**src/hdl/assert_macros.svh**
```systemverilog
// Concurrent assertion helpers shared by the RTL.
`ifndef ASSERT_MACROS_SVH
`define ASSERT_MACROS_SVH

// check on every clock edge outside reset
`define ASSERT_CLK(label, prop, msg) \
   label: assert property (@(posedge clock) disable iff (reset) prop) else $error(msg);

// check on every clock edge, reset included
`define ASSERT_ALWAYS(label, prop, msg) \
   label: assert property (@(posedge clock) prop) else $error(msg);

`endif

```
**src/hdl/ps2ied_pkg.sv**
```systemverilog
package ps2ied_pkg;

   localparam logic [7:0] EXT_PREFIX   = 8'hE0;
   localparam int unsigned HDR_SYNC_BIT = 3;
   localparam int unsigned HDR_XSGN_BIT = 4;
   localparam int unsigned HDR_YSGN_BIT = 5;

   localparam logic SRC_KEYBOARD = 1'b0;
   localparam logic SRC_MOUSE    = 1'b1;

   localparam logic EVENT_KEY  = 1'b0;
   localparam logic EVENT_MOVE = 1'b1;

   typedef enum logic [1:0] {
      PHASE_HEADER = 2'd0,
      PHASE_X      = 2'd1,
      PHASE_Y      = 2'd2,
      PHASE_SCROLL = 2'd3
   } phase_type;

   typedef struct packed {
      logic       valid;
      logic [7:0] code;
      logic       high_bit;
   } kbd_result_type;

   typedef struct packed {
      logic              valid;
      logic signed [8:0] move_x;
      logic signed [8:0] move_y;
      logic signed [7:0] scroll;
   } mouse_result_type;

endpackage

```
**src/hdl/ps2ied_kbd.sv**
```systemverilog
`include "assert_macros.svh"

module ps2ied_kbd (
   input  logic                       clock,
   input  logic                       reset,
   input  logic                       fire,
   input  logic [7:0]                 data_byte,
   output ps2ied_pkg::kbd_result_type result
);
   import ps2ied_pkg::*;

   logic ext_ff;
   logic ext_in;

   always_ff @(posedge clock) begin
      if (reset) begin
         ext_ff <= 1'b0;
      end else begin
         ext_ff <= ext_in;
      end
   end

   always_comb begin
      ext_in          = ext_ff;
      result.valid    = 1'b0;
      result.code     = {ext_ff, data_byte[6:0]};
      result.high_bit = data_byte[7];
      if (fire) begin
         if (ext_ff) begin
            ext_in       = 1'b0;
            result.valid = 1'b1;
         end else if (data_byte == EXT_PREFIX) begin
            ext_in = 1'b1;
         end else begin
            result.valid = 1'b1;
         end
      end
   end

   `ASSERT_CLK(a_ext_gives_key, fire && ext_ff |-> result.valid && result.code[7], "extended byte lost")
   `ASSERT_CLK(a_prefix_arms, fire && !ext_ff && data_byte == EXT_PREFIX |=> ext_ff, "prefix not armed")
   `ASSERT_ALWAYS(a_no_idle_key, !fire |-> !result.valid, "key word without byte")

endmodule

```
**src/hdl/ps2ied_mouse.sv**
```systemverilog
`include "assert_macros.svh"

module ps2ied_mouse (
   input  logic                         clock,
   input  logic                         reset,
   input  logic                         fire,
   input  logic [7:0]                   data_byte,
   input  logic                         wheel_mode,
   output ps2ied_pkg::mouse_result_type result
);
   import ps2ied_pkg::*;

   phase_type  phase_ff;
   phase_type  phase_in;
   logic [7:0] header_ff;
   logic [7:0] x_ff;
   logic [7:0] y_ff;
   logic [7:0] y_byte;

   always_ff @(posedge clock) begin
      if (reset) begin
         phase_ff <= PHASE_HEADER;
      end else begin
         phase_ff <= phase_in;
      end
   end

   always_ff @(posedge clock) begin
      if (fire) begin
         unique case (phase_ff)
            PHASE_HEADER: header_ff <= data_byte;
            PHASE_X:      x_ff      <= data_byte;
            PHASE_Y:      y_ff      <= data_byte;
            default:      ;
         endcase
      end
   end

   assign y_byte = (phase_ff == PHASE_Y) ? data_byte : y_ff;

   always_comb begin
      phase_in      = phase_ff;
      result.valid  = 1'b0;
      result.move_x = $signed({header_ff[HDR_XSGN_BIT], x_ff});
      result.move_y = $signed({header_ff[HDR_YSGN_BIT], y_byte});
      result.scroll = '0;
      if (fire) begin
         unique case (phase_ff)
            PHASE_HEADER: begin
               if (data_byte[HDR_SYNC_BIT]) begin
                  phase_in = PHASE_X;
               end
            end
            PHASE_X: begin
               phase_in = PHASE_Y;
            end
            PHASE_Y: begin
               if (wheel_mode) begin
                  phase_in = PHASE_SCROLL;
               end else begin
                  phase_in     = PHASE_HEADER;
                  result.valid = 1'b1;
               end
            end
            default: begin
               phase_in      = PHASE_HEADER;
               result.valid  = 1'b1;
               result.scroll = wheel_mode ? $signed(data_byte) : 8'sd0;
            end
         endcase
      end
   end

   `ASSERT_CLK(a_emit_at_end, result.valid |-> fire && (phase_ff == PHASE_Y || phase_ff == PHASE_SCROLL), "move word mid packet")
   `ASSERT_CLK(a_three_byte, fire && phase_ff == PHASE_Y && !wheel_mode |=> phase_ff == PHASE_HEADER, "packet did not close")
   `ASSERT_CLK(a_sync_hold, fire && phase_ff == PHASE_HEADER && !data_byte[HDR_SYNC_BIT] |=> phase_ff == PHASE_HEADER, "left sync without header")

endmodule

```
**src/hdl/ps2_input_event_decoder.sv**
```systemverilog
// PS/2 input event decoder: takes one received byte per word on req_, tagged by
// req_action as keyboard (0) or mouse (1), and returns key and mouse move events
// on rsp_. A keyboard 0xE0 prefix produces no event and marks the next key
// code as extended; mouse bytes are gathered into three-byte packets, or
// four-byte packets while csr_write_data last set wheel mode, and a full packet
// produces one move event. Each byte passes through one input register and
// one result register with the decode between them. A new byte is taken every
// cycle as long as rsp_ is drained; with rsp_ stalled one further byte is
// absorbed by the input register.
`include "assert_macros.svh"

module ps2_input_event_decoder (
   input  logic              clock,
   input  logic              reset,
   input  logic              csr_write_enable,
   input  logic              csr_write_data,
   input  logic              req_valid,
   output logic              req_ready,
   input  logic              req_action,
   input  logic [7:0]        req_data_byte,
   output logic              rsp_valid,
   input  logic              rsp_ready,
   output logic              rsp_event_kind,
   output logic [7:0]        rsp_key_code,
   output logic              rsp_key_high_bit,
   output logic signed [8:0] rsp_move_x,
   output logic signed [8:0] rsp_move_y,
   output logic signed [7:0] rsp_scroll_step
);
   import ps2ied_pkg::*;

   logic             wheel_ff;
   logic             in_valid_ff;
   logic             in_action_ff;
   logic [7:0]       in_byte_ff;
   logic             advance;
   logic             out_valid_ff;
   logic             out_valid_in;
   logic             has_result;
   kbd_result_type   kbd_res;
   mouse_result_type mouse_res;

   always_ff @(posedge clock) begin
      if (reset) begin
         wheel_ff <= 1'b0;
      end else if (csr_write_enable) begin
         wheel_ff <= csr_write_data;
      end
   end

   assign advance   = in_valid_ff && (!out_valid_ff || rsp_ready);
   assign req_ready = !in_valid_ff || advance;

   always_ff @(posedge clock) begin
      if (reset) begin
         in_valid_ff <= 1'b0;
      end else if (req_ready) begin
         in_valid_ff <= req_valid;
      end
   end

   always_ff @(posedge clock) begin
      if (req_valid && req_ready) begin
         in_action_ff <= req_action;
         in_byte_ff   <= req_data_byte;
      end
   end

   ps2ied_kbd u_kbd (
      .clock     (clock),
      .reset     (reset),
      .fire      (advance && in_action_ff == SRC_KEYBOARD),
      .data_byte (in_byte_ff),
      .result    (kbd_res)
   );

   ps2ied_mouse u_mouse (
      .clock      (clock),
      .reset      (reset),
      .fire       (advance && in_action_ff == SRC_MOUSE),
      .data_byte  (in_byte_ff),
      .wheel_mode (wheel_ff),
      .result     (mouse_res)
   );

   assign has_result = kbd_res.valid || mouse_res.valid;

   always_comb begin
      out_valid_in = out_valid_ff && !rsp_ready;
      if (has_result) begin
         out_valid_in = 1'b1;
      end
   end

   always_ff @(posedge clock) begin
      if (reset) begin
         out_valid_ff <= 1'b0;
      end else begin
         out_valid_ff <= out_valid_in;
      end
   end

   // load the result word
   always_ff @(posedge clock) begin
      if (kbd_res.valid) begin
         rsp_event_kind   <= EVENT_KEY;
         rsp_key_code     <= kbd_res.code;
         rsp_key_high_bit <= kbd_res.high_bit;
         rsp_move_x       <= '0;
         rsp_move_y       <= '0;
         rsp_scroll_step  <= '0;
      end else if (mouse_res.valid) begin
         rsp_event_kind   <= EVENT_MOVE;
         rsp_key_code     <= '0;
         rsp_key_high_bit <= 1'b0;
         rsp_move_x       <= mouse_res.move_x;
         rsp_move_y       <= mouse_res.move_y;
         rsp_scroll_step  <= mouse_res.scroll;
      end
   end

   assign rsp_valid = out_valid_ff;

   `ASSERT_CLK(a_one_source, !(kbd_res.valid && mouse_res.valid), "two results for one byte")
   `ASSERT_CLK(a_result_lands, has_result |=> out_valid_ff, "result word dropped")
   `ASSERT_CLK(a_no_overwrite, has_result |-> !out_valid_ff || rsp_ready, "result word overwritten")

endmodule

```
**config.mk**
```make
export PLATFORM = sky130hd
export DESIGN_NAME = ps2_input_event_decoder
export DESIGN_NICKNAME = d
export VERILOG_FILES = /design/src/hdl/ps2ied_pkg.sv /design/src/hdl/ps2ied_kbd.sv /design/src/hdl/ps2ied_mouse.sv /design/src/hdl/ps2_input_event_decoder.sv
export VERILOG_INCLUDE_DIRS = /design/src /design/src/hdl
export SDC_FILE = /design/constraint.sdc
export NUM_CORES = 1
export LEC_CHECK = 0
export BUFFER_PORTS_ARGS = -buffer_cell sky130_fd_sc_hd__buf_2
export CAP_MARGIN = 10
export CORE_ASPECT_RATIO = 0.7
export CORE_MARGIN = 2
export CORE_UTILIZATION = 57
export CTS_BUF_LIST = sky130_fd_sc_hd__clkbuf_16
export DETAILED_ROUTE_END_ITERATION = 10
export GPL_TIMING_DRIVEN = 0
export PLACE_DENSITY = 0.8
export RECOVER_POWER = 100
export SYNTH_ARGS = -nofsm -noshare
export SYNTH_HDL_FRONTEND = slang
export SYNTH_SLANG_ARGS = --single-unit
```
**constraint.sdc**
```tcl
create_clock -name clock -period 4.25 [get_ports clock]
set_input_delay 0 -clock clock [delete_from_list [all_inputs] [get_ports clock]]
set_output_delay 0 -clock clock [all_outputs]
set_load 0.03 [all_outputs]
```
# Word level (Yosys, flattened, before mapping)
# Index checks and enable logic that the tools add are counted.
[classes]
n_eq_ne = 4
bitwise = 1
muxes = 20
reduce_logical = 18
[ops]
columns = ["cell", "count"]
rows = [
  ["8-bit 2-to-1 mux", 6],
  ["1-bit 2-to-1 mux", 10],
  ["8-bit equality test (second input constant)", 1],
  ["2-bit one-hot mux with 3 select lines", 1],
  ["2-bit AND reduction", 3],
  ["1-bit logical AND", 5],
  ["2-bit 2-to-1 mux", 2],
  ["1-bit logical NOT", 3],
  ["1-bit logical OR", 3],
  ["3-bit OR reduction", 1],
  ["2-bit by 1-bit equality test with 1-bit output (second input constant)", 1],
  ["2-bit equality test (second input constant)", 1],
  ["2-bit logical NOT", 1],
  ["2-bit inequality test (second input constant)", 1],
  ["1-bit one-hot mux with 2 select lines", 1],
  ["2-bit nonzero test", 1],
  ["2-bit OR reduction", 1],
  ["1-bit inverter", 1],
]
[totals]
in_bits = 15
reg_bits = 73
out_inout_bits = 38
word_cells = 59

# Longest topological paths before layout
[logic_depth]
word_depth = 7
mapped_depth = 6
ltp_nobuf = 5

# By module
# Synthesis repeated with hierarchy kept, for this count alone.
[unflattened]
hier_cells = 196
area_unflattened_um2 = 2711.4
[by_module_without_submodules]
columns = ["mod", "seq_area_each_um2", "area_each_um2", "cells_each", "instances"]
rows = [
  ["ps2_input_event_decoder", 1141.1, 1702.9, 130, 1],
  ["ps2ied_mouse", 580.6, 855.8, 50, 1],
  ["ps2ied_kbd", 20.0, 152.6, 16, 1],
]

# Worst setup path before layout
# Ideal clock, no wire load.
[synth_timing]
kind = "register -> register"
start = "reg in_byte_ff[4]"
end = "reg rsp_key_code[0], enable pin"
arrival_ns = 1.462
required_time_ns = 3.958
path_buffers = 0
setup_ns = 0.292
synth_period_minus_slack_ns = 1.754
stages_incl_launch_ff = 5
path_slack_ns = 2.496
cell_sequence = "edfxtp_1 > nor4_1 > nand4b_1 > a21oi_2 > inv_1"
[synth_between]
elab_chain_len = 5
[synth_lines]
columns = ["item", "line_no", "text"]
rows = [
  ["start: declaration", "ps2_input_event_decoder.sv:35", "logic [7:0] in_byte_ff;"],
  ["start signal: assignment", "ps2_input_event_decoder.sv:65", "in_byte_ff <= req_data_byte;"],
  ["8-bit equality test", "ps2ied_kbd.sv:32", "end else if (data_byte == EXT_PREFIX) begin"],
  ["1-bit 2-to-1 mux", "ps2ied_kbd.sv:32", ""],
  ["1-bit 2-to-1 mux", "ps2ied_kbd.sv:29", "if (ext_ff) begin"],
  ["1-bit 2-to-1 mux", "ps2ied_kbd.sv:28", "if (fire) begin"],
  ["2-bit nonzero test (no line)", "-", ""],
  ["end signal: assignment", "ps2_input_event_decoder.sv:107", "rsp_key_code <= kbd_res.code;"],
  ["end: declaration", "ps2_input_event_decoder.sv:24", "output logic [7:0] rsp_key_code,"],
]
# No other way between the ends.
# A chain may end at the register's enable or synchronous reset.

# Worst setup path in the final report
[layout_timing]
start = "reg in_byte_ff[4]"
end = "reg rsp_key_code[1], enable pin"
# Same word-level chain as after synthesis.

==> reports/summary.txt <==
Ys Warns: 0
Fin crit period: 2.43 ns
Largest net degree at the start of global routing: 13
Startpoint Class: register
Mapped Area: 0.00249 mm^2
GR Util All Layers: 21.5%
CTS clock-pin slew for the worst setup and hold paths: 0.05 ns
WP data required: 4.25 ns
Port Buffer Count: 52
Layout area overhead: 29.6%
Fin. Hold Viols: 0
Max-Cap Viols: 0
Post-CTS Setup Inserts: 0
Crit share post-route: 57.1%
Vias per cell: 5.21
Die area: 0.00492 mm^2
CP Capture Type: register
Top-area cell type share of the netlist area: 43.5%
Antenna violations before repair: 0
CP Cell Sequence: nor4_1, nand4b_1, a21oi_1, inv_1
N_diodes: 0
Routability cong.: 0.760
Worst Hold Path EP: in_byte_ff[4]$_DFFE_PP_
Most common cell after layout, fill and taps aside: clkbuf_1
CP Depth: 4
Cell taking the most area after synthesis: edfxtp_1
Drt initial violations: 72
Finished Layout Cells: 312
Max incr delay on CP: 0.65 ns
Status: complete, no violations
Leakage: 0.00122 uW
Post-synthesis cell type count: 31
WL final: 4810 um
Peak supply drop: 0.000366 V
Row cnt: 20
WS Path Type: reg -> reg
Hold Path Cell Cnt: 2
DRC viols: 0
I/O pin count: 53
Final setup skew: 0.00299 ns
Worst Hold Margin: 0.380 ns
H-Tree Depth: 3
Cell count of the worst reg-to-reg path: 4
# clock sinks: 69
R2r endpoint: rsp_key_code[1]$_SDFFCE_PN0P_
Slew Viols, Final: 0
Worst path arrival time: 2.43 ns
Num CTS Buffers: 9
Post-route ant nets: 0
Via count: 1,626
Pre-CTS WS: 2.10 ns
Cell family with most CP delay: compound AO/OA/AOI/OAI gates
Final nets: 267
Highest-count cells in the layout ignoring fill and taps: clkbuf_1, edfxtp_1, dfxtp_1, nor2_1, mux2i_1
Clk root buf: clkbuf_16
Starting Density: 58.5%
Setup TNS: 0 ns
Flop-to-flop setup slack: 1.82 ns
Share of layout cells above drive strength 1: 13.2%
Syn Nets: 188
Post-CTS Resized: 0
Number of global-route vias before repair: 1,516
Die H: 59.3 um
Post-synthesis cell count: 173
Post-Place Cells: 280
Pwr per Cell Area: 473 mW/mm^2
Core ar.: 0.00425 mm^2
Avg WL per Cell: 15.4 um
RSZ-0062 raised after global routing: false
Worst slew pin tran: 0.737 ns
Worst Path Max Fanout: 10
Worst slew margin: 50.9%
Post-synthesis sequential area ratio: 70.0%
Worst path slowest cell: a21oi_1
Max Buffers Root-to-Sink: 2
FF-to-FF Start: in_byte_ff[4]$_DFFE_PP_
Achievable Freq: 412 MHz
Fin util: 75.8%
Bufs and invs on worst path: 1
Hpwl dp: 2990 um
Final setup viols: 0
#FFs+latches synth: 69
GRT overflow: 0
Min-delay src: req_data_byte[4]
Synth area leaders: edfxtp_1, dfxtp_1, mux2i_1
First-pass DRT Iterations: 4
CTS tree: done
Horiz. Die Dim: 83.0 um
Final worst setup slack: 1.82 ns
Hold Crit Class: in -> reg
Mapped Avg Cell Area: 14.4 um^2
First-pass GRT wire length: 7590 um
Worst-Skew Late Latency: 0.33 ns
==> registers in the layout, indices dropped and copies added, names as in the netlist <==
| register | count |
|---|---|
| in_action_ff | 1 |
| in_byte_ff | 8 |
| in_valid_ff | 1 |
| rsp_event_kind | 1 |
| rsp_key_code | 8 |
| rsp_key_high_bit | 1 |
| rsp_move_x | 9 |
| rsp_move_y | 9 |
| rsp_scroll_step | 8 |
| rsp_valid | 1 |
| u_kbd.ext_ff | 1 |
| u_mouse.header_ff | 2 |
| u_mouse.phase_ff | 2 |
| u_mouse.x_ff | 8 |
| u_mouse.y_ff | 8 |
| wheel_ff | 1 |
==> how the worst max path moves through the flow <==
| stage | start | endpoint |
|---|---|---|
| 3_3_place_gp | in_byte_ff[4]$_DFFE_PP_ | rsp_key_code[1]$_SDFFCE_PN0P_ |
| 5_1_grt | in_byte_ff[4]$_DFFE_PP_ | rsp_key_code[2]$_SDFFCE_PN0P_ |
| 4_1_cts | in_byte_ff[4]$_DFFE_PP_ | rsp_key_code[1]$_SDFFCE_PN0P_ |
| 6_report | in_byte_ff[4]$_DFFE_PP_ | rsp_key_code[1]$_SDFFCE_PN0P_ |
| 3_5_place_dp | in_byte_ff[4]$_DFFE_PP_ | rsp_key_code[1]$_SDFFCE_PN0P_ |
| 2_1_floorplan | in_byte_ff[4]$_DFFE_PP_ | rsp_key_code[0]$_SDFFCE_PN0P_ |
==> logic make-up (layout without fill, tap and decap cells) <==
group	count (synthesis)	in the layout	share of synthesized area, %
and+or+nand+nor	52	52	11.7
muxes	28	28	11.7
AOI/OAI and AO/OA	14	14	4.18
buffers and inverters	10	94	2.41
DFF	69	69	70.0
==> layout make-up <==
class	instances	area, um^2
Fill cell	300	1030
Multi-Input combinational cell	94	674
Sequential cell	69	1740
Inverter	3	11.3
Clock inverter	6	58.8
Buffer	7	45.0
Clock buffer	10	250
Timing Repair Buffer	68	373
Tap cell	55	68.8
==> per-layer routing <==
metal | share of wire (%) | global-route usage, % | vias up
li1 | - | - | 783
met1 | 44 | 27.4 | 782
met2 | 48 | 32.6 | 54
met3 | 6.7 | 10.9 | 7
met4 | 1.3 | 7.03 | 0
met5 | 0 | 0 | -
==> power breakdown <==
part	leakage (uW)	internal, uW	switching [uW]
Combinational	0.000450	23.1	26.4
Clock	0.000155	486	262
Sequential	0.000612	714	12.0
Total	0.00122	1220	300
==> stage by stage <==
stage	power [uW]	cell area, um^2
after floorplan	759	2490
after global routing	1570	3220
after global placement	778	2820
after detailed placement	780	2820
final	1520	3220
after CTS	1540	3290
==> cells in the mapped netlist <==
cell,number
edfxtp_1,36
dfxtp_1,33
nor2_1,23
mux2i_1,20
a22o_1,8
mux2_2,8
and2_1,6
and3_1,5
a21oi_1,4
buf_2,3
inv_1,3
nand2_1,3
clkbuf_1,2
nand2b_1,2
a21oi_2,1
and3b_1,1
and4_1,1
buf_6,1
buf_8,1
nand3_1,1
nand3b_1,1
nand4b_1,1
nor2b_1,1
nor2b_2,1
nor3_1,1
nor3_2,1
nor3b_1,1
nor4_1,1
nor4b_4,1
o21ai_0,1
or3_1,1
==> timing repair <==
item,in CTS,in global routing
hold endpoints to repair,15,0
hold buffers,16,0
endpoints found under the setup margin,0,0
(Power assumes the default switching activity.)
